File: src/hdl/delimited_row_framer_assert.svh
// Assertion macros for the row framer.
`ifndef DELIMITED_ROW_FRAMER_ASSERT_SVH
`define DELIMITED_ROW_FRAMER_ASSERT_SVH

`ifndef SYNTH
`define DRF_ASSERT_IMP(label, clk, rstn, ante, cons) \
    label: assert property (@(posedge clk) disable iff (!(rstn)) (ante) |-> (cons)) \
        else $error("row framer check failed");
`define DRF_ASSERT_NXT(label, clk, rstn, ante, cons) \
    label: assert property (@(posedge clk) disable iff (!(rstn)) (ante) |=> (cons)) \
        else $error("row framer check failed");
`else
`define DRF_ASSERT_IMP(label, clk, rstn, ante, cons)
`define DRF_ASSERT_NXT(label, clk, rstn, ante, cons)
`endif

`endif

File: src/hdl/drf_pkg.sv
package drf_pkg;

    localparam int DRF_MAX_ROW_LEN = 4096;
    localparam int BATCH_W = 20;
    localparam int CFG_INDEX_W = 3;

    localparam logic [7:0] NL_CHAR = 8'd10;
    localparam logic [7:0] DELIM_RESET = 8'd124;
    localparam logic [BATCH_W-1:0] BATCH_RESET = BATCH_W'(10000);

    localparam logic [2:0] MODE_NORMAL   = 3'd0;
    localparam logic [2:0] MODE_ENCL     = 3'd1;
    localparam logic [2:0] MODE_ENCL_ESC = 3'd2;
    localparam logic [2:0] MODE_ESC      = 3'd3;
    localparam logic [2:0] MODE_TRAIL    = 3'd4;

    localparam logic [CFG_INDEX_W-1:0] REG_ENCL_EN  = 3'd0;
    localparam logic [CFG_INDEX_W-1:0] REG_ENCL_CH  = 3'd1;
    localparam logic [CFG_INDEX_W-1:0] REG_ESC_CH   = 3'd2;
    localparam logic [CFG_INDEX_W-1:0] REG_DELIM_CH = 3'd3;
    localparam logic [CFG_INDEX_W-1:0] REG_BATCH    = 3'd4;

    typedef struct packed {
        logic               enclosure_enable;
        logic [7:0]         enclose_char;
        logic [7:0]         escape_char;
        logic [7:0]         delimiter_char;
        logic [BATCH_W-1:0] batch_rows;
    } cfg_t;

    typedef struct packed {
        logic [2:0]         mode;
        logic [BATCH_W-1:0] batch_count;
        logic               error;
        logic               finished;
    } state_t;

    typedef struct packed {
        logic               has_byte;
        logic [7:0]         out_byte;
        logic               end_of_row;
        logic               end_of_batch;
        logic [BATCH_W-1:0] rows_in_batch;
        logic               row_too_long;
        logic               end_of_data;
    } result_t;

endpackage

File: src/hdl/drf_cfg.sv
module drf_cfg
    import drf_pkg::*;
(
    input  logic                   aclk,
    input  logic                   aresetn,
    input  logic                   wr_en,
    input  logic [CFG_INDEX_W-1:0] wr_index,
    input  logic [BATCH_W-1:0]     wr_data,
    output cfg_t                   cfg
);

    cfg_t cfg_reg;
    cfg_t cfg_next;

    always_comb begin
        cfg_next = cfg_reg;
        if (wr_en) begin
            case (wr_index)
                REG_ENCL_EN:  cfg_next.enclosure_enable = wr_data[0];
                REG_ENCL_CH:  cfg_next.enclose_char = wr_data[7:0];
                REG_ESC_CH:   cfg_next.escape_char = wr_data[7:0];
                REG_DELIM_CH: cfg_next.delimiter_char = wr_data[7:0];
                REG_BATCH:    cfg_next.batch_rows = wr_data;
                default:      cfg_next = cfg_reg;
            endcase
        end
    end

    always_ff @(posedge aclk) begin
        if (!aresetn) begin
            cfg_reg.enclosure_enable <= 1'b0;
            cfg_reg.enclose_char <= 8'd0;
            cfg_reg.escape_char <= 8'd0;
            cfg_reg.delimiter_char <= DELIM_RESET;
            cfg_reg.batch_rows <= BATCH_RESET;
        end else begin
            cfg_reg <= cfg_next;
        end
    end

    assign cfg = cfg_reg;

endmodule

File: src/hdl/drf_scan.sv
module drf_scan
    import drf_pkg::*;
#(
    parameter int MAX_ROW_LEN = DRF_MAX_ROW_LEN,
    parameter int ROW_LEN_W = $clog2(MAX_ROW_LEN)
) (
    input  cfg_t                 cfg,
    input  state_t               st,
    input  logic [ROW_LEN_W-1:0] row_len,
    input  logic                 kind,
    input  logic [7:0]           data_byte,
    output state_t               st_next,
    output logic [ROW_LEN_W-1:0] row_len_next,
    output result_t              res
);

    logic [BATCH_W-1:0] limit;
    logic [BATCH_W-1:0] count_inc;
    logic               batch_full;
    logic [2:0]         mode_eff;
    logic [2:0]         mode_new;
    logic               ends;

    assign limit = (cfg.batch_rows == '0) ? BATCH_W'(1) : cfg.batch_rows;
    assign count_inc = st.batch_count + BATCH_W'(1);
    assign batch_full = (count_inc >= limit);

    always_comb begin
        mode_eff = st.mode;
        if (st.mode == MODE_TRAIL && (data_byte == NL_CHAR || data_byte == cfg.delimiter_char)) begin
            mode_eff = MODE_NORMAL;
        end
        mode_new = MODE_NORMAL;
        ends = 1'b0;
        if (!cfg.enclosure_enable) begin
            ends = (data_byte == NL_CHAR);
        end else begin
            case (mode_eff)
                MODE_ENCL: begin
                    if (data_byte == cfg.enclose_char) begin
                        ends = (data_byte == NL_CHAR);
                        mode_new = ends ? MODE_NORMAL : MODE_TRAIL;
                    end else if (data_byte == cfg.escape_char) begin
                        mode_new = MODE_ENCL_ESC;
                    end else begin
                        mode_new = MODE_ENCL;
                    end
                end
                MODE_ENCL_ESC: mode_new = MODE_ENCL;
                MODE_ESC: begin
                    ends = (data_byte == NL_CHAR);
                end
                MODE_TRAIL: mode_new = MODE_TRAIL;
                default: begin
                    if (data_byte == cfg.enclose_char) begin
                        mode_new = MODE_ENCL;
                    end else if (data_byte == cfg.escape_char) begin
                        mode_new = MODE_ESC;
                    end else begin
                        ends = (data_byte == NL_CHAR);
                    end
                end
            endcase
        end
    end

    always_comb begin
        res = '0;
        res.row_too_long = st.error;
        st_next = st;
        row_len_next = row_len;
        if (st.finished) begin
            st_next = st;
        end else if (kind) begin
            st_next.finished = 1'b1;
            res.end_of_data = 1'b1;
            if (!st.error) begin
                res.rows_in_batch = st.batch_count;
                if (row_len != '0 || st.mode != MODE_NORMAL) begin
                    res.has_byte = 1'b1;
                    res.out_byte = NL_CHAR;
                    res.end_of_row = 1'b1;
                    res.rows_in_batch = count_inc;
                end
                res.end_of_batch = 1'b1;
                st_next.batch_count = '0;
                st_next.mode = MODE_NORMAL;
                row_len_next = '0;
            end
        end else if (!st.error) begin
            if (!ends && row_len >= ROW_LEN_W'(MAX_ROW_LEN - 1)) begin
                st_next.error = 1'b1;
                res.row_too_long = 1'b1;
            end else begin
                res.has_byte = 1'b1;
                res.out_byte = data_byte;
                st_next.mode = mode_new;
                if (ends) begin
                    res.end_of_row = 1'b1;
                    res.rows_in_batch = count_inc;
                    row_len_next = '0;
                    if (batch_full) begin
                        res.end_of_batch = 1'b1;
                        st_next.batch_count = '0;
                    end else begin
                        st_next.batch_count = count_inc;
                    end
                end else begin
                    res.rows_in_batch = st.batch_count;
                    row_len_next = row_len + ROW_LEN_W'(1);
                end
            end
        end
    end

endmodule

File: src/hdl/delimited_row_framer.sv
// Delimited row framer: splits a byte stream into rows, one result item per input item,
// at one item per clock unless m_tready stalls it, via an input register, then a result
// register. The rate is set by the per-byte scan state, updated in the same cycle as the
// result is formed, so each byte sees the state left by the one before. Rows hold at most
// MAX_ROW_LEN bytes including their newline; an overlong row sets a sticky error that
// drops output bytes until reset, and after the end-of-stream item every further item
// answers empty until reset. Configuration must be taken only while idle (not enforced).
`include "delimited_row_framer_assert.svh"

module delimited_row_framer
    import drf_pkg::*;
#(
    parameter int MAX_ROW_LEN = DRF_MAX_ROW_LEN
) (
    input  logic                   aclk,
    input  logic                   aresetn,
    input  logic                   s_tvalid,
    output logic                   s_tready,
    input  logic [7:0]             s_tdata,   // [7:0] data_byte
    input  logic                   s_tuser,   // [0] kind
    output logic                   m_tvalid,
    input  logic                   m_tready,
    output logic [31:0]            m_tdata,   // [7:0] out_byte, [27:8] rows_in_batch
    output logic [3:0]             m_tuser,   // [0] has_byte, [1] end_of_batch,
                                              // [2] row_too_long, [3] end_of_data
    output logic                   m_tlast,   // end_of_row
    input  logic                   cfg_valid,
    output logic                   cfg_ready,
    input  logic [CFG_INDEX_W-1:0] cfg_index,
    input  logic [BATCH_W-1:0]     cfg_data
);

    localparam int ROW_LEN_W = $clog2(MAX_ROW_LEN);

    cfg_t                 cfg;
    logic                 in_valid_reg;
    logic                 in_kind_reg;
    logic [7:0]           in_byte_reg;
    logic                 out_valid_reg;
    result_t              res_reg;
    result_t              res_next;
    state_t               state_reg;
    state_t               state_next;
    logic [ROW_LEN_W-1:0] row_len_reg;
    logic [ROW_LEN_W-1:0] row_len_next;
    logic                 advance;
    logic                 in_take;

    assign cfg_ready = 1'b1;

    drf_cfg u_cfg (
        .aclk     (aclk),
        .aresetn  (aresetn),
        .wr_en    (cfg_valid),
        .wr_index (cfg_index),
        .wr_data  (cfg_data),
        .cfg      (cfg)
    );

    drf_scan #(
        .MAX_ROW_LEN (MAX_ROW_LEN),
        .ROW_LEN_W   (ROW_LEN_W)
    ) u_scan (
        .cfg          (cfg),
        .st           (state_reg),
        .row_len      (row_len_reg),
        .kind         (in_kind_reg),
        .data_byte    (in_byte_reg),
        .st_next      (state_next),
        .row_len_next (row_len_next),
        .res          (res_next)
    );

    assign advance  = in_valid_reg && (!out_valid_reg || m_tready);
    assign s_tready = !in_valid_reg || advance;
    assign in_take  = s_tvalid && s_tready;

    always_ff @(posedge aclk) begin
        if (!aresetn) begin
            in_valid_reg  <= 1'b0;
            out_valid_reg <= 1'b0;
            state_reg     <= '{mode: MODE_NORMAL, batch_count: '0, error: 1'b0,
                               finished: 1'b0};
            row_len_reg   <= '0;
        end else begin
            if (in_take) begin
                in_valid_reg <= 1'b1;
            end else if (advance) begin
                in_valid_reg <= 1'b0;
            end
            if (advance) begin
                out_valid_reg <= 1'b1;
                state_reg     <= state_next;
                row_len_reg   <= row_len_next;
            end else if (m_tready) begin
                out_valid_reg <= 1'b0;
            end
        end
    end

    always_ff @(posedge aclk) begin
        if (in_take) begin
            in_kind_reg <= s_tuser;
            in_byte_reg <= s_tdata;
        end
        if (advance) begin
            res_reg <= res_next;
        end
    end

    assign m_tvalid = out_valid_reg;
    assign m_tdata  = {4'd0, res_reg.rows_in_batch, res_reg.out_byte};
    assign m_tuser  = {res_reg.end_of_data, res_reg.row_too_long, res_reg.end_of_batch,
                       res_reg.has_byte};
    assign m_tlast  = res_reg.end_of_row;

    `DRF_ASSERT_NXT(a_error_sticky, aclk, aresetn, state_reg.error, state_reg.error)
    `DRF_ASSERT_NXT(a_finished_sticky, aclk, aresetn, state_reg.finished, state_reg.finished)
    `DRF_ASSERT_IMP(a_no_byte_on_error, aclk, aresetn, m_tvalid && m_tuser[0], !m_tuser[2])
    `DRF_ASSERT_IMP(a_row_ends_in_nl, aclk, aresetn, m_tvalid && m_tlast, m_tdata[7:0] == NL_CHAR)

endmodule
File: config.mk
export PLATFORM = sky130hd
export DESIGN_NAME = delimited_row_framer
export DESIGN_NICKNAME = d
export VERILOG_FILES = /design/src/hdl/drf_pkg.sv /design/src/hdl/drf_cfg.sv /design/src/hdl/drf_scan.sv /design/src/hdl/delimited_row_framer.sv
export VERILOG_INCLUDE_DIRS = /design/src /design/src/hdl
export SDC_FILE = /design/constraint.sdc
export NUM_CORES = 1
export LEC_CHECK = 0
export BUFFER_PORTS_ARGS = -buffer_cell sky130_fd_sc_hd__buf_2
export CORE_MARGIN = 2
export CORE_UTILIZATION = 55
export CTS_CLUSTER_SIZE = 12
export DETAILED_ROUTE_END_ITERATION = 8
export PLACE_DENSITY = 0.81
export SLEW_MARGIN = 20
export SYNTH_ARGS = -nofsm -noshare
export SYNTH_HDL_FRONTEND = slang
export SYNTH_SLANG_ARGS = --single-unit
File: constraint.sdc
create_clock -name aclk -period 6.62 [get_ports aclk]
set_input_delay 1.324 -clock aclk [delete_from_list [all_inputs] [get_ports aclk]]
set_output_delay 1.324 -clock aclk [all_outputs]
set_load 0.01 [all_outputs]
==> flow_summary_export.csv, run 1 <==
group,metric,value,unit
outcome,status,"finished, final reports clean",
sta,drv_slew,0,
logic_synthesis,synth_most_common_cell,"nand2_1",
power_and_ir_drop,leakage,2.93,nW
placement,gp_congestion,0.921,
grt,grtUsageTotal,25.1,%
sta,period_share,59.6,%
grt,grt_pass1_vias,5151,
sta,setup_violations,0,
logic_synthesis,synth_area_leaders,"dfxtp_1 26%, edfxtp_1 20%, nand2_1 6.4%",
critical_path,path_max_fanout,13,
critical_path,slowest_delay,780,ps
layout,antenna_cells,0,
critical_path,critPathKind,"reg -> reg",
grt,antenna_found_initial,0,
die,chipHeight,112,um
critical_path,end_kind,"flip-flop",
clock_tree,cts_hold_buf,0,
logic_synthesis,ys_warn_count,0,
layout,layout-drive-gt1-share,15.7,%
clock_tree,cts_root_buf,"clkbuf_16",
clock_tree,cts_inserted_buffers,17,
routing,viasPerCell,5.91,
layout,largest_reg_flops,45,
die,core,11400,um2
routing,ant_nets,0,
logic_synthesis,async_reset_ff_share,0,%
sta,worst_slew_pin_slew,982,ps
sta,hold_viol,0,
die,fp.dieW,112,um
die,row_count,39,
job,cap_violations,0,
routing,wl_per_cell,17.0,um
critical_path,path_cells,"and3_1 -> and3_1 -> and3_1 -> and4_1 -> xor2_1 -> ha_1 -> a21oi_1 -> o21ai_0 -> a221oi_1 -> nand2b_1 -> nor3_2 -> mux2_2",
sta,fin_skew,7.67,ps
sta,min_period,3950,ps
logic_synthesis,yosys.area.top_type,"dfxtp_1",
critical_path,critical_path.slowest_cell,"nor3_2",
layout,fill_cells,886,
routing,route.vias.total,5279,
logic_synthesis,synth_top_area_share,26.3,%
logic_synthesis,ys_types,59,
critical_path,worstPathArrival,4310,ps
sta,clock.fmax,253,MHz
routing,wl,15.2,mm
power_and_ir_drop,peakVddDrop,0.000165,V
sta,tns,0,ps
sta,timing.slew.headroom,34.4,%
die,io_pins,77,
clock_tree,cts.path.max_buffers,2,
hold_path,hold_class,"reg -> reg",
routing,drc,0,
grt,grt_overflow_total,0,
logic_synthesis,netlist_area,6400,um2
grt,grt_pass1_wl,25.2,mm
die,die-area,12500,um2
grt,grt_max_degree,56,
layout,final_area,7400,um2
layout,syn2layout_area_growth,15.6,%
logic_synthesis,ys_ff_latch,126,
sta,rsz0062_at_grt,"no",
power_and_ir_drop,power_density,257,nW/um2
critical_path,critPathMostFrequentCell,"and3_1",
placement,post-dp-hpwl,10.8,mm
placement,portBuffers,71,
logic_synthesis,seq_area_frac_synth,45.9,%
clock_tree,cts-resized-gates,0,
layout,utilization,65.1,%
clock_tree,postCtsSetupBuffers,0,
clock_tree,cts.clk_slew.worst_paths,60,ps
logic_synthesis,syn_avg_cell_area,9.50,um2
clock_tree,cts.sinks,126,
clock_tree,htree_levels,4,
logic_synthesis,ys.flop_type,"dfxtp_1",
clock_tree,cts_tree,"yes",
clock_tree,clkLatencyLatePin,420,ps
critical_path,start_kind,"flip-flop",
logic_synthesis,synth_edf_count,42,
logic_synthesis,netlist_top_cells_count,"110 x nand2_1, 84 x dfxtp_1, 42 x edfxtp_1",
layout,nets,797,
die,initial_core_util,56.3,%
routing,drtIter0Drc,327,
routing,firstDrtPassIters,5,
logic_synthesis,netlist_instances,674,
placement,place_area,6800,um2
critical_path,required,6980,ps
-- per-layer routing --
layer	wire length, um	share of wire (%)	global-route usage, %
met3	871	5.7	5.12
met5	0	0	0
met2	7310	48	41.0
met1	6680	44	33.0
met4	368	2.4	9.96
-- cell type report --
| cell class | count | area [um2] | share of cell area (%) |
|---|---|---|---|
| inverter | 28 | 105 | 1.42 |
| tap | 143 | 179 | 2.42 |
| multi-input combinational | 493 | 3220 | 43.5 |
| sequential | 126 | 2940 | 39.8 |
| timing repair buffer | 71 | 355 | 4.80 |
| clock inverter | 11 | 140 | 1.89 |
| clock buffer | 21 | 462 | 6.24 |
-- cells by family (layout without fill, tap and decap cells) --
kind of cell | Yosys count | after routing | synth area share (%)
and+or+nand+nor | 268 | 268 | 21.3
xor gates and xnor gates | 35 | 35 | 4.79
DFF | 126 | 126 | 45.9
AOI/OAI and AO/OA | 149 | 149 | 17.2
muxes | 13 | 13 | 2.07
buffers and inverters | 58 | 131 | 4.10
other | 2 | 5 | 0.117
adders and majority gates | 23 | 23 | 4.49
-- worst max-delay path, delay by kind of cell, from the launching register on --
| family | cells | cell delay [ps] |
|---|---|---|
| flip-flops | 1 | 440 |
| adder cells (fa/ha/maj) | 1 | 330 |
| AND/OR/NAND/NOR | 6 | 1890 |
| XOR/XNOR | 1 | 330 |
| multiplexers | 1 | 290 |
| AO/OA/AOI/OAI | 3 | 600 |
-- path summary, 6_finish.rpt --
check	endpoint	cells after the start	slack, ps	start
setup / recovery	state_reg[2]	12	2670	state_reg[4]
hold / removal	u_cfg.cfg[0]	2	480	u_cfg.cfg[0]
setup reg to reg	state_reg[2]	12	2670	state_reg[4]
hold reg to reg	u_cfg.cfg[0]	2	480	u_cfg.cfg[0]
-- where the power goes --
| part | internal, mW | total [mW] | switching, mW |
|---|---|---|---|
| combinational | 0.0424 | 0.114 | 0.0712 |
| clock | 0.612 | 0.952 | 0.340 |
| sequential | 0.823 | 0.839 | 0.0169 |
| total | 1.48 | 1.90 | 0.428 |
-- layout by cell type (no fill, tap or decap), drive strengths merged, types with 11 or more instances in the layout --
cell type / Yosys / layout
nand2: 110 / 110
dfxtp: 84 / 84
buf: 14 / 71
edfxtp: 42 / 42
a21boi: 34 / 34
inv: 28 / 28
a21oi: 25 / 25
xnor2: 24 / 24
a22o: 23 / 23
ha: 23 / 23
nor2: 23 / 23
nand3: 22 / 22
clkbuf: 16 / 21
nor2b: 20 / 20
nand4: 17 / 17
o21ai: 17 / 17
and3: 15 / 15
and2: 13 / 13
xor2: 11 / 11
a21o: 11 / 11
mux2i: 11 / 11
-- metrics by stage --
stage               hold WS [ps]  std cells  total power [mW]  setup WS, ps
floorplan                    443        677             0.927          2300
global placement             461        861             0.965          2750
detailed placement           467        861             0.968          2500
CTS                          474        893              1.91          2730
global route                 500        893              1.96          2360
finish                       475        893              1.90          2670
(Power assumes the default switching activity.)
==> run 2: changes to the inputs <==
- clock period: 6.62 -> 3.8 ns (I/O delays scaled with it)
==> run 2 against run 1 <==
Effect of this change:
- total power grew 70%
- routed wire length grew 2.3%
- sequential power grew 74%
==> flow_summary_export.csv, run 2 (synthesized netlist as in run 1, its figures left out) <==
group,metric,value,unit
critical_path,rrSetupSlack,270,ps
outcome,status,"finished, final reports clean",
sta,hold_viol,0,
power_and_ir_drop,p_total,3.24,mW
clock_tree,cts_hold_buf,0,
clock_tree,cts.clk_slew.worst_paths,60,ps
routing,wl_per_cell,17.1,um
die,row_count,39,
sta,drv_slew,0,
layout,syn2layout_area_growth,17.5,%
sta,rsz0062_at_grt,"no",
sta,min_period,3530,ps
die,die-area,12500,um2
layout,layout-drive-gt1-share,18.2,%
grt,antenna_found_initial,0,
routing,drc,0,
job,cap_violations,0,
layout,utilization,66.2,%
power_and_ir_drop,power_density,430,nW/um2
layout,antenna_cells,0,
sta,period_share,92.8,%
layout,largest_reg_flops,45,
grt,grt_pass1_vias,5301,
critical_path,critPathKind,"reg -> reg",
placement,portBuffers,71,
hold_path,hold_class,"reg -> reg",
placement,dpl_worst_slack,-18.4,ps
die,core,11400,um2
clock_tree,clkLatencyLatePin,420,ps
die,initial_core_util,56.3,%
critical_path,start_kind,"flip-flop",
clock_tree,cts.path.max_buffers,2,
layout,multiInputGateArea,3240,um2
placement,gp_congestion,0.939,
routing,ant_nets,0,
layout,fin_cells,908,
power_and_ir_drop,peakVddDrop,0.000361,V
sta,timing.slew.headroom,45.7,%
routing,viasPerCell,5.91,
grt,grt_max_degree,55,
power_and_ir_drop,leakage,2.99,nW
sta,worst_slew_pin_slew,815,ps
placement,dp.cells,870,
die,io_pins,77,
layout,nets,812,
layout,seq_area,2940,um2
layout,layout_commonest_cell,"nand2_1",
critical_path,path_max_fanout,13,
sta,setup_violations,0,
routing,firstDrtPassIters,5,
clock_tree,cts_root_buf,"clkbuf_16",
grt,grt_overflow_total,0,
critical_path,end_kind,"flip-flop",
die,chipHeight,112,um
hold_path,holdPathStages,2,
critical_path,required,4100,ps
critical_path,r2r_cells,13,
routing,route.vias.total,5367,
clock_tree,htree_levels,4,
sta,fin_ws,273,ps
sta,fin_skew,6.18,ps
grt,grt_pass1_wl,25.7,mm
grt,grtUsageTotal,25.5,%
routing,drtIter0Drc,314,
clock_tree,cts.sinks,126,
die,fp.dieW,112,um
layout,fill_cells,904,
layout,final_cell_mix,"110 x nand2_1, 84 x dfxtp_1, 71 x buf_2",
routing,wl,15.6,mm
clock_tree,cts_inserted_buffers,17,
placement,post-dp-hpwl,11.0,mm
sta,clock.fmax,283,MHz
sta,hold_slack,484,ps
critical_path,worstPathArrival,3830,ps
clock_tree,cts_tree,"yes",
-- run 2: cell count changes in the layout (fill, tap and decap cells not counted) --
| cell | previous run | this run |
|---|---|---|
| buf_12 | 0 | 1 |
| buf_4 | 0 | 14 |
| bufinv_16 | 3 | 2 |
| clkbuf_1 | 3 | 0 |
| clkbuf_16 | 18 | 17 |
| clkinv_4 | 2 | 3 |
| clkinvlp_4 | 1 | 5 |
| nor2b_1 | 19 | 18 |
| nor2b_4 | 1 | 2 |
| nor3_1 | 2 | 1 |
| nor3_4 | 0 | 1 |
| xnor2_1 | 24 | 23 |
| xnor2_2 | 0 | 1 |
-- run 2: what timing repair did --
action,in CTS,in global routing
setup buffers,0,6
gates resized for setup,1,4
setup endpoints to repair,13,19
pin swaps,0,3
-- run 2: through the flow --
| stage | setup TNS, ps | instance area [um2] |
|---|---|---|
| after floorplan | 0 | 6420 |
| after global placement | 0 | 6870 |
| after detailed placement | -18.4 | 6870 |
| after CTS | 0 | 7450 |
| after global routing | 0 | 7530 |
| final | 0 | 7530 |
-- run 2: report_power, final --
part	switching, mW	internal, mW	total [mW]
clock network	0.609	0.959	1.57
logic	0.129	0.0795	0.208
registers	0.0306	1.43	1.46
total	0.768	2.47	3.24
-- run 2: worst max-delay path, cell delays in order, from the launching register on --
cell	delay, ps
dfxtp_1	440
ha_1	280
nand4_1	230
nor2b_4	220
a21oi_1	120
or2_2	310
ha_1	280
nand4_1	130
or4_1	520
o21ai_1	200
nand2b_1	220
nor3_4	60
buf_12	150
mux2_2	250
-- run 2: cell type report --
cell class / count / share of cell area [%]
multi-input combinational: 493 / 43.1
sequential: 126 / 39.1
timing repair buffer: 86 / 6.38
clock buffer: 17 / 5.65
tap: 143 / 2.38
clock inverter: 15 / 1.98
inverter: 28 / 1.40
-- run 2: final timing paths --
path	startpoint	endpoint
max reg2reg	state_reg[2]	state_reg[2]
min	u_cfg.cfg[21]	u_cfg.cfg[21]
min reg2reg	u_cfg.cfg[21]	u_cfg.cfg[21]
max	state_reg[2]	state_reg[2]
-- run 2: metal layers --
layer	vias to the layer above	track usage, %	wire length, um
met1	2554	33.3	6800
met4	0	8.15	283
met2	204	42.5	7410
li1	2575	-	-
met3	34	5.61	1080
met5	-	0	0
==> run 3: changes to the inputs <==
- PLACE_DENSITY: 0.81 -> 0.77
==> run 3 against run 2 <==
Effect of this change:
- non-clock buffer count shrank 7
- critical path type unchanged
- global-route usage grew 0.16 points
- clock power grew 4%
- count of clock-buffer cells in the layout grew 2
- maximum frequency shrank 0.44%
- final cell count shrank 0.77%
- design area shrank 0.53%
- setup slack lost 16 ps
- clock skew is essentially flat
- hold slack lost 2.4 ps
- combinational power is essentially flat
- total power grew 1.7%
- highest routed layer unchanged
==> flow_summary_export.csv, run 3 (synthesized netlist as in run 1, its figures left out) <==
group,metric,value,unit
routing,drc,0,
job,cap_violations,0,
critical_path,start_kind,"flip-flop",
sta,hold_slack,481,ps
routing,ant_nets,0,
grt,antenna_found_initial,0,
sta,hold_viol,0,
die,fp.dieW,112,um
outcome,status,"finished, final reports clean",
sta,min_period,3540,ps
sta,fin_skew,6.46,ps
placement,gp_congestion,0.946,
power_and_ir_drop,power_density,440,nW/um2
die,chipHeight,112,um
clock_tree,htree_levels,4,
critical_path,required,4110,ps
layout,layout_commonest_cell,"nand2_1",
sta,clock.fmax,282,MHz
die,die-area,12500,um2
grt,grt_pass1_wl,25.6,mm
layout,fill_cells,915,
power_and_ir_drop,leakage,2.99,nW
routing,wl,15.5,mm
grt,grtUsageMet1,34.2,%
layout,nets,805,
grt,grtUsageMet2,41.6,%
routing,wl_per_cell,17.1,um
sta,period_share,93.2,%
layout,final_cell_mix,"110 x nand2_1, 84 x dfxtp_1, 71 x buf_2",
power_and_ir_drop,p_total,3.29,mW
routing,viasPerCell,5.91,
clock_tree,cts.clk_slew.worst_paths,60,ps
hold_path,hold_class,"reg -> reg",
grt,grtUsageMet3,5.44,%
clock_tree,cts_root_buf,"clkbuf_16",
clock_tree,postCtsSetupBuffers,0,
critical_path,worstPathArrival,3850,ps
sta,worst_slew_pin_slew,997,ps
layout,antenna_cells,0,
placement,dp.cells,869,
grt,grtUsageTotal,25.7,%
routing,route.vias.total,5329,
placement,post-dp-hpwl,11.0,mm
critical_path,critPathKind,"reg -> reg",
grt,busiest_layer,"met2",
die,core,11400,um2
die,initial_core_util,56.3,%
routing,firstDrtPassIters,4,
layout,multiInputGateArea,3240,um2
sta,timing.slew.headroom,33.1,%
die,row_count,39,
die,io_pins,77,
layout,seq_area,2940,um2
layout,layout-drive-gt1-share,17.4,%
placement,portBuffers,71,
layout,syn2layout_area_growth,16.9,%
power_and_ir_drop,peakVddDrop,0.000295,V
grt,grt_overflow_total,0,
clock_tree,cts.path.max_buffers,2,
routing,drtIter0Drc,338,
sta,setup_violations,0,
grt,grt_pass1_vias,5203,
clock_tree,cts_tree,"yes",
layout,fin_cells,901,
clock_tree,clkLatencyLatePin,420,ps
sta,drv_slew,0,
layout,largest_reg_flops,45,
grt,grt_max_degree,55,
sta,rsz0062_at_grt,"no",
critical_path,end_kind,"flip-flop",
clock_tree,cts.sinks,126,
critical_path,path_max_fanout,13,
clock_tree,cts_inserted_buffers,17,
-- run 3: final timing paths --
| kind | start | end | slack [ps] | cells after the start |
|---|---|---|---|---|
| min | u_cfg.cfg[34] | u_cfg.cfg[34] | 480 | 2 |
| max reg2reg | state_reg[2] | state_reg[2] | 260 | 12 |
| max | state_reg[2] | state_reg[2] | 260 | 12 |
| min reg2reg | u_cfg.cfg[34] | u_cfg.cfg[34] | 480 | 2 |
-- run 3: power breakdown --
group          total, mW  leakage, nW  internal [mW]  switching, mW
Combinational      0.207         1.62         0.0774          0.129
Sequential          1.46         1.07           1.43         0.0291
Clock               1.63        0.297          0.988          0.639
-- run 3: area by class of cell --
type	instances	area share, %
inverter	28	1.40
multi-input combinational	493	43.3
clock buffer	19	6.35
sequential	126	39.3
clock inverter	13	1.70
tap	143	2.39
timing repair buffer	79	5.55
-- run 3: worst max-delay path, cell delays in order (launching register included) --
cell and delay, ps:
dfxtp_1 450, ha_1 290, nand4_1 230, nor2b_2 280
a21oi_1 130, or2_2 310, ha_1 280, nand4_1 130
or4_1 520, o21ai_1 200, nand2b_1 210, nor3_4 110
mux2_2 280
-- run 3: per-stage QoR --
| stage | utilization (%) | instance area [um2] | worst slack [ps] | setup TNS (ps) |
|---|---|---|---|---|
| 2_1_floorplan | - | 6420 | 43.9 | 0 |
| 3_3_place_gp | 60.3 | 6860 | 169 | 0 |
| 3_5_place_dp | 60.3 | 6860 | -0.689 | -0.689 |
| 4_1_cts | 65.7 | 7470 | 121 | 0 |
| 5_1_grt | 65.8 | 7490 | 9.52 | 0 |
| 6_report | 65.8 | 7490 | 257 | 0 |
-- run 3: timing repair --
action,4_1_cts,5_1_grt
gates resized for setup,1,3
cloned,0,0
hold buffers,0,0
pin swaps,0,1
endpoints found under the setup margin,13,21
-- run 3: routing by layer --
metal  wire length, um  share of wire (%)  up-vias
met2              7430                 48      178
met4               275                1.8        0
li1                  -                  -     2565
met5                 0                  0        -
met3               839                5.4       30
met1              6910                 45     2556
